===== src/hdl/mpu_pkg.sv =====
// ----------------------------------------------------------------------------
// mpu_pkg: shared types and constants for the memory protection unit
// Region count, register offsets, request kinds, FSM states and the
// command/status bundles between controller and datapath.
// ----------------------------------------------------------------------------
`default_nettype none

package mpu_pkg;

	localparam int REGIONS = 8;
	localparam int IDX_W   = $clog2(REGIONS);

	// request kinds
	localparam logic [1:0] KIND_READ  = 2'd0;
	localparam logic [1:0] KIND_WRITE = 2'd1;
	localparam logic [1:0] KIND_CHECK = 2'd2;

	// register byte offsets
	localparam logic [7:0] OFF_TYPE = 8'h00;
	localparam logic [7:0] OFF_CTRL = 8'h04;
	localparam logic [7:0] OFF_RNR  = 8'h08;
	localparam logic [7:0] OFF_RBAR = 8'h0C;
	localparam logic [7:0] OFF_RASR = 8'h10;

	// smallest size code that forms a usable region
	localparam logic [4:0] SIZE_MIN = 5'd4;

	typedef enum logic [1:0] {
		ST_IDLE,
		ST_EXEC,
		ST_WALK,
		ST_FIN
	} mpu_state_t;

	typedef struct packed {
		logic capture;     // latch the incoming request
		logic exec;        // register access, or check setup
		logic walk_start;  // point the region walk at the top region
		logic walk;        // test one region
		logic load_out;    // move the result into the output register
	} mpu_cmd_t;

	typedef struct packed {
		logic is_check;
		logic unit_on;
		logic hit;
		logic walk_last;
		logic out_free;
	} mpu_stat_t;

endpackage

`default_nettype wire


===== src/hdl/memory_protection_unit.sv =====
// ----------------------------------------------------------------------------
// memory_protection_unit: eight-region access checker with register port
// Flow: IDLE captures a request, EXEC does the register access or check set-up,
// WALK tests the regions of an enabled check, FIN loads the output register, and
// out_valid rises once the result is in it. The next request is taken only once
// the unit is back in IDLE, after the result has entered the output register.
// Reset (arst_n low): unit disabled, region number 0, all regions cleared.
// ----------------------------------------------------------------------------
`default_nettype none

module memory_protection_unit (
	input  wire logic        clk,
	input  wire logic        arst_n,
	// request channel
	input  wire logic        in_valid,
	output logic             in_stall,
	input  wire logic [1:0]  kind,
	input  wire logic [7:0]  reg_offset,
	input  wire logic [31:0] write_data,
	input  wire logic [31:0] access_address,
	input  wire logic [3:0]  access_bytes,
	input  wire logic        is_store,
	input  wire logic        is_privileged,
	// result channel
	output logic             out_valid,
	input  wire logic        out_stall,
	output logic [31:0]      read_data,
	output logic             permitted
);
	import mpu_pkg::*;

	// The controller only sequences: IDLE takes a request, EXEC performs the
	// register read/write or sets up a check, WALK tests one region per cycle
	// from region 7 down until a hit or region 0, FIN waits for the output
	// register to free up. The output register lets a finished result wait
	// on out_stall while the unit is already back in IDLE for the next request.
	mpu_cmd_t  cmd;
	mpu_stat_t stat;

	mpu_ctrl u_ctrl (
		.clk      (clk),
		.arst_n   (arst_n),
		.in_valid (in_valid),
		.in_stall (in_stall),
		.stat     (stat),
		.cmd      (cmd)
	);

	// Datapath: holds CTRL, RNR and the per-region base/attribute/enable
	// registers, a single 33-bit containment comparator that the walk uses for
	// every region, the AP decode and the output register.
	mpu_dp u_dp (
		.clk            (clk),
		.arst_n         (arst_n),
		.cmd            (cmd),
		.stat           (stat),
		.kind           (kind),
		.reg_offset     (reg_offset),
		.write_data     (write_data),
		.access_address (access_address),
		.access_bytes   (access_bytes),
		.is_store       (is_store),
		.is_privileged  (is_privileged),
		.out_valid      (out_valid),
		.out_stall      (out_stall),
		.read_data      (read_data),
		.permitted      (permitted)
	);

endmodule

`default_nettype wire


===== src/hdl/mpu_ctrl.sv =====
// ----------------------------------------------------------------------------
// mpu_ctrl: sequencing FSM
// Accepts one request, runs the register access or the region walk, then
// hands the result to the output register.
// ----------------------------------------------------------------------------
`default_nettype none

module mpu_ctrl (
	input  wire logic              clk,
	input  wire logic              arst_n,
	input  wire logic              in_valid,
	output logic                   in_stall,
	input  wire mpu_pkg::mpu_stat_t stat,
	output mpu_pkg::mpu_cmd_t      cmd
);
	import mpu_pkg::*;

	mpu_state_t state_q;
	mpu_state_t state_nxt;

	always_ff @(posedge clk or negedge arst_n) begin
		if (!arst_n) begin
			state_q <= ST_IDLE;
		end else begin
			state_q <= state_nxt;
		end
	end

	always_comb begin
		state_nxt = state_q;
		cmd       = '0;
		in_stall  = 1'b1;
		case (state_q)
			ST_IDLE: begin
				in_stall = 1'b0;
				if (in_valid) begin
					cmd.capture = 1'b1;
					state_nxt   = ST_EXEC;
				end
			end
			ST_EXEC: begin
				cmd.exec = 1'b1;
				if (stat.is_check && stat.unit_on) begin
					cmd.walk_start = 1'b1;
					state_nxt      = ST_WALK;
				end else begin
					state_nxt = ST_FIN;
				end
			end
			ST_WALK: begin
				cmd.walk = 1'b1;
				if (stat.hit || stat.walk_last) begin
					state_nxt = ST_FIN;
				end
			end
			ST_FIN: begin
				if (stat.out_free) begin
					cmd.load_out = 1'b1;
					state_nxt    = ST_IDLE;
				end
			end
			default: begin
				state_nxt = ST_IDLE;
			end
		endcase
	end

	// walk never runs past the bottom region
	a_walk_ends: assert property (@(posedge clk) disable iff (!arst_n)
		(state_q == ST_WALK && stat.walk_last) |=> (state_q == ST_FIN))
		else $error("region walk did not end at region zero");

	// a result is never pushed over one that is still stalled
	a_load_free: assert property (@(posedge clk) disable iff (!arst_n)
		cmd.load_out |-> stat.out_free)
		else $error("output register overwritten while stalled");

endmodule

`default_nettype wire


===== src/hdl/mpu_dp.sv =====
// ----------------------------------------------------------------------------
// mpu_dp: register file, region comparator and output register
// One region is examined per cycle during a check walk.
// ----------------------------------------------------------------------------
`default_nettype none

module mpu_dp (
	input  wire logic              clk,
	input  wire logic              arst_n,
	input  wire mpu_pkg::mpu_cmd_t cmd,
	output mpu_pkg::mpu_stat_t     stat,
	input  wire logic [1:0]        kind,
	input  wire logic [7:0]        reg_offset,
	input  wire logic [31:0]       write_data,
	input  wire logic [31:0]       access_address,
	input  wire logic [3:0]        access_bytes,
	input  wire logic              is_store,
	input  wire logic              is_privileged,
	output logic                   out_valid,
	input  wire logic              out_stall,
	output logic [31:0]            read_data,
	output logic                   permitted
);
	import mpu_pkg::*;

	// captured request
	logic [1:0]  kind_q;
	logic [7:0]  off_q;
	logic [31:0] wdata_q;
	logic [31:0] addr_q;
	logic [3:0]  bytes_q;
	logic        store_q;
	logic        priv_q;

	// architectural state
	logic [2:0]  ctrl_q;
	logic [IDX_W-1:0] rnr_q;
	logic [26:0] base_q [REGIONS];
	logic [27:0] attr_q [REGIONS];
	logic        en_q   [REGIONS];

	// walk and result
	logic [IDX_W-1:0] walk_idx_q;
	logic [31:0] rd_q;
	logic        ok_q;
	logic        out_valid_q;
	logic [31:0] read_data_q;
	logic        permitted_q;

	logic [IDX_W-1:0] sel_idx;
	logic [IDX_W-1:0] wr_idx;
	logic [26:0] sel_base;
	logic [27:0] sel_attr;
	logic        sel_en;
	logic [4:0]  sel_size;
	logic [2:0]  sel_ap;
	logic [32:0] reg_start;
	logic [32:0] reg_len;
	logic [32:0] reg_end;
	logic [32:0] acc_end;
	logic        hit;
	logic        ap_ok;
	logic [31:0] reg_rdata;

	always_ff @(posedge clk) begin
		if (cmd.capture) begin
			kind_q  <= kind;
			off_q   <= reg_offset;
			wdata_q <= write_data;
			addr_q  <= access_address;
			bytes_q <= access_bytes;
			store_q <= is_store;
			priv_q  <= is_privileged;
		end
	end

	// one read port: the walk index during a check walk, else the selected region
	assign sel_idx  = cmd.walk ? walk_idx_q : rnr_q;
	assign sel_base = base_q[sel_idx];
	assign sel_attr = attr_q[sel_idx];
	assign sel_en   = en_q[sel_idx];
	assign sel_size = sel_attr[4:0];
	assign sel_ap   = sel_attr[25:23];

	// region [base, base + 2^(size+1)) against [addr, addr + bytes), 33 bits wide
	assign reg_start = {1'b0, sel_base, 5'b0};
	assign reg_len   = 33'd2 << sel_size;
	assign reg_end   = reg_start + reg_len;
	assign acc_end   = {1'b0, addr_q} + 33'(bytes_q);
	assign hit = sel_en && (sel_size >= SIZE_MIN)
		&& ({1'b0, addr_q} >= reg_start) && (acc_end <= reg_end);

	always_comb begin
		case (sel_ap)
			3'd1:    ap_ok = priv_q;
			3'd2:    ap_ok = priv_q || !store_q;
			3'd3:    ap_ok = 1'b1;
			3'd5:    ap_ok = priv_q && !store_q;
			3'd6:    ap_ok = !store_q;
			3'd7:    ap_ok = !store_q;
			default: ap_ok = 1'b0;
		endcase
	end

	always_comb begin
		case (off_q)
			OFF_TYPE: reg_rdata = 32'(REGIONS) << 8;
			OFF_CTRL: reg_rdata = {29'b0, ctrl_q};
			OFF_RNR:  reg_rdata = 32'(rnr_q);
			OFF_RBAR: reg_rdata = {sel_base, 2'b0, rnr_q};
			OFF_RASR: reg_rdata = {3'b0, sel_attr, sel_en};
			default:  reg_rdata = '0;
		endcase
	end

	// RBAR with VALID set retargets the region number before the write
	assign wr_idx = (off_q == OFF_RBAR && wdata_q[4]) ? wdata_q[IDX_W-1:0] : rnr_q;

	always_ff @(posedge clk or negedge arst_n) begin
		if (!arst_n) begin
			ctrl_q <= '0;
			rnr_q  <= '0;
			for (int i = 0; i < REGIONS; i++) begin
				base_q[i] <= '0;
				attr_q[i] <= '0;
				en_q[i]   <= 1'b0;
			end
		end else if (cmd.exec && kind_q == KIND_WRITE) begin
			case (off_q)
				OFF_CTRL: ctrl_q <= wdata_q[2:0];
				OFF_RNR:  rnr_q  <= wdata_q[IDX_W-1:0];
				OFF_RBAR: begin
					rnr_q          <= wr_idx;
					base_q[wr_idx] <= wdata_q[31:5];
				end
				OFF_RASR: begin
					attr_q[wr_idx] <= wdata_q[28:1];
					en_q[wr_idx]   <= wdata_q[0];
				end
				default: ;
			endcase
		end
	end

	always_ff @(posedge clk) begin
		if (cmd.exec) begin
			rd_q <= (kind_q == KIND_READ) ? reg_rdata : '0;
			ok_q <= (kind_q == KIND_CHECK);  // disabled unit permits
		end else if (cmd.walk) begin
			if (hit) begin
				ok_q <= ap_ok;
			end else if (walk_idx_q == '0) begin
				ok_q <= ctrl_q[2] && priv_q;
			end
		end
	end

	always_ff @(posedge clk or negedge arst_n) begin
		if (!arst_n) begin
			walk_idx_q <= '0;
		end else if (cmd.walk_start) begin
			walk_idx_q <= IDX_W'(REGIONS - 1);
		end else if (cmd.walk && walk_idx_q != '0) begin
			walk_idx_q <= walk_idx_q - 1'b1;
		end
	end

	always_ff @(posedge clk or negedge arst_n) begin
		if (!arst_n) begin
			out_valid_q <= 1'b0;
		end else if (cmd.load_out) begin
			out_valid_q <= 1'b1;
		end else if (!out_stall) begin
			out_valid_q <= 1'b0;
		end
	end

	always_ff @(posedge clk) begin
		if (cmd.load_out) begin
			read_data_q <= rd_q;
			permitted_q <= ok_q;
		end
	end

	assign out_valid = out_valid_q;
	assign read_data = read_data_q;
	assign permitted = permitted_q;

	assign stat.is_check  = (kind_q == KIND_CHECK);
	assign stat.unit_on   = ctrl_q[0];
	assign stat.hit       = hit;
	assign stat.walk_last = (walk_idx_q == '0);
	assign stat.out_free  = !out_valid_q || !out_stall;

	a_walk_top: assert property (@(posedge clk) disable iff (!arst_n)
		cmd.walk_start |=> (walk_idx_q == IDX_W'(REGIONS - 1)))
		else $error("walk did not start at the top region");

	a_walk_hold: assert property (@(posedge clk) disable iff (!arst_n)
		(cmd.walk && !hit && walk_idx_q != '0) |=> (walk_idx_q == $past(walk_idx_q) - 1'b1))
		else $error("walk index skipped a region");

endmodule

`default_nettype wire


===== config.mk =====
export PLATFORM = sky130hd
export DESIGN_NAME = memory_protection_unit
export DESIGN_NICKNAME = d
export VERILOG_FILES = /design/src/hdl/mpu_pkg.sv /design/src/hdl/memory_protection_unit.sv /design/src/hdl/mpu_ctrl.sv /design/src/hdl/mpu_dp.sv
export SDC_FILE = /design/constraint.sdc
export NUM_CORES = 1
export LEC_CHECK = 0
export BUFFER_PORTS_ARGS = -buffer_cell sky130_fd_sc_hd__buf_4
export CAP_MARGIN = 20
export CORE_ASPECT_RATIO = 0.7
export CORE_MARGIN = 3
export CORE_UTILIZATION = 34
export CTS_BUF_LIST = sky130_fd_sc_hd__clkbuf_16
export CTS_CLUSTER_SIZE = 20
export DETAILED_ROUTE_END_ITERATION = 16
export HOLD_SLACK_MARGIN = 0.15
export PLACE_DENSITY_LB_ADDON = 0.2
export SYNTH_ARGS = -nofsm -noshare
export SYNTH_HDL_FRONTEND = slang
export SYNTH_HIERARCHICAL = 1
export SYNTH_SLANG_ARGS = --single-unit

===== constraint.sdc =====
create_clock -name clk -period 9.4 [get_ports clk]
set_input_delay 1.41 -clock clk [delete_from_list [all_inputs] [get_ports clk]]
set_output_delay 1.41 -clock clk [all_outputs]
set_load 0.03 [all_outputs]

==> impl_metrics.ini <==
[worst_setup_path]
crit_required_ns = 9.91
cp.arrival_ns = 9.09
crit_start = u_ctrl/state_q[0]
start_kind = register
timing.rr.end = u_ctrl/state_q[1]
rr_startpoint = u_ctrl/state_q[0]
r2r_setup_slack_ns = 0.82
crit_type = register to register
crit_path_max_incr_delay_ns = 0.74
cp_max_fo = 24
endpoint = u_ctrl/state_q[1]
cpMaxStageDelayCell = o21ai_1
r2r_cells = 30
crit_top_cell = nand2_1
end_kind = register

[clock_tree]
worstSkewPairLatency_ns = 0.67
numCtsBuffers = 61
clkTransAtPathRegs_ns = 0.06
cts_tree = built
htreeDepth = 2
cts.sinks = 606
cts_root_buffer = clkbuf_16
cts.path.max_buffers = 3

[grt]
grt_pass1_vias = 19030
grt_usage_pct = 18.58
grt_pass1_wl_mm = 127.2
antenna_found_initial = 2
grt_start_max_net_pins = 91
grt-ovfl-total = 0

[pwr]
powerDensity_nw_per_um2 = 200.4
ir_worst_vdd_mv = 0.1471
p_total_mw = 6.820
swShare_pct = 30.58
seqPwrFrac_pct = 45.9
p_int_mw = 4.734
p_comb_share_pct = 19.2
power.leakage_nw = 15.75
power.switching_mw = 2.085
p_clk_share_pct = 34.9

[final_layout]
final_util_pct = 39.30
layout_common_cells = dfrtp_1 (460), mux2_2 (330), buf_4 (166)
syn2layout_area_growth_pct = 13.97
fin_area_sq_um = 34040
final_nets = 2357
drive_above_1_share_pct = 36.72
layout_commonest_cell = dfrtp_1
fin_cells = 3376

[die]
die_y_um = 254.0
ioPinCount = 119
die_x_um = 360.2
core_area_sq_um = 86600
start_util_pct = 34.49
rows = 90
die_area_sq_um = 91480

[routing]
wire_per_inst_um = 24.98
vias = 17740
first_iter_violations = 1158
totalWireLength_mm = 84.32
vias_per_cell = 5.256
ant_nets = 0
first_pass_iters = 7
drcViolationCount = 0

[placement]
place_ws_ns = 0.7411
place_area_sq_um = 32020
portBuffers = 118
dp_hpwl_mm = 53.09
place_inst = 3257
gp_congestion = 0.8626

[synthesis]
ys_seq_elements = 606
synth_cells = 2057
syn_area_sq_um = 29860
synth_edf_count = 146
ys_seq_area_share_pct = 53.23
yosys_warnings = 6
yosys.area.top_type = dfrtp_1
ys_top_cells_by_area = dfrtp_1 (39%), edfxtp_1 (15%), mux2_2 (12%), mux4_2 (7.7%), mux2_4 (5.0%)
postSynthAreaPerCell_sq_um = 14.52
synthFlopType = dfrtp_1
synth_top_area_share_pct = 38.55
synth.distinct_cells = 74
synthesis.nets = 2240
synth_async_sr_flop_share_pct = 75.91

[flow_run]
maxCapViolCount = 0

[timing]
final.setup.tns_ns = 0
period_needed_ns = 8.580
setup_viol = 0
timing.final.ws_setup_ns = 0.8202
drv_slew = 0
slew_headroom_pct = 20.21
finClkSkew_ns = 0.04398
fmax_ghz = 0.1166
finalHoldViolations = 0
hold_slack_ns = 0.4137
finalCritPeriodShare_pct = 91.27
tightest_slew_ns = 1.164
rsz0062_at_grt = false

[hold_path]
hold_depth = 0
hp-class = register to register

[run_status]
status = finished clean
-- synth_stat cells (16+ instances only) --
master,count
inv_1,62
nand2_1,75
clkbuf_1,46
o21ai_0,28
mux2_1,26
nand3_1,25
a21oi_1,54
mux2i_1,65
xnor2_1,31
dfrtp_1,460
nor2_1,77
mux4_2,102
edfxtp_1,146
buf_2,36
mux2_2,331
mux2_4,100
xor2_1,25
buf_6,16
ha_1,97
o22ai_1,26
-- power by group through the flow --
| stage | combinational, mW | clock, mW | sequential (mW) |
|---|---|---|---|
| after floorplan | 0.778 | 0 | 3.17 |
| after global placement | 1.30 | 0 | 3.18 |
| after detailed placement | 1.32 | 0 | 3.18 |
| after CTS | 1.32 | 2.47 | 3.13 |
| after global routing | 1.44 | 2.59 | 3.16 |
| final | 1.31 | 2.38 | 3.13 |
-- routing by layer --
layer,vias to the layer above,track usage (%),part of all wire [%],wire length (um)
met1,9360,27.69,50,41800
met3,121,3.640,5.0,4253
met2,381,27.68,43,36310
met4,0,4.699,2.3,1957
met5,-,0,0,0
li1,7881,-,-,-
-- critical path: cells and delay by family, from the launching register on --
family	cells	cell delay [ns]
AOI/OAI and AO/OA	11	3.49
DFF	1	0.43
muxes	2	0.86
adders and majority gates	3	0.85
and+or+nand+nor	10	2.00
buffers and inverters	3	0.59
xor gates and xnor gates	1	0.20
-- how the worst min path moves through the flow --
stage / start / to / slack [ns]
finish: u_dp/rd_q[19] / u_dp/read_data[19] / 0.41
detailed placement: u_dp/rd_q[27] / u_dp/read_data[27] / 0.41
global route: u_dp/rd_q[19] / u_dp/read_data[19] / 0.42
CTS: u_dp/rd_q[19] / u_dp/read_data[19] / 0.42
global placement: u_dp/rd_q[27] / u_dp/read_data[27] / 0.41
floorplan: u_dp/ok_q / u_dp/permitted / 0.40
-- area by class of cell --
type	count	area (sq um)
clock inverters	51	362.8
diodes	1	2.502
flip-flops and latches	606	15900
clock buffers	63	1577
fillers	8047	52560
multi-input cells	1271	13160
inverters	62	232.7
repair buffers	172	1371
well taps	1150	1439
-- state kept, by name (all words and copies together) (netlist names), 4 cells and up --
| signal | flops |
|---|---|
| u_dp/read_data | 32 |
| u_dp/wdata_q | 32 |
| u_dp/attr_q | 224 |
| u_dp/off_q | 8 |
| u_dp/rd_q | 32 |
| u_dp/addr_q | 32 |
| u_dp/bytes_q | 4 |
| u_dp/base_q | 216 |
| u_dp/en_q | 8 |
-- kinds of logic after synthesis --
| group | synth area share, % |
|---|---|
| mux | 28.36 |
| buf+inv | 3.004 |
| simple gates | 4.894 |
| flops | 53.23 |
| compound gates | 4.676 |
| fa+ha+maj | 4.198 |
| xor+xnor | 1.642 |
-- repair_timing --
item | CTS | global route
endpoints found under the setup margin | 0 | 1
setup buffers | 0 | 1
hold buffers | 0 | 0
resized for setup | 0 | 0
(Power assumes the default switching activity.)
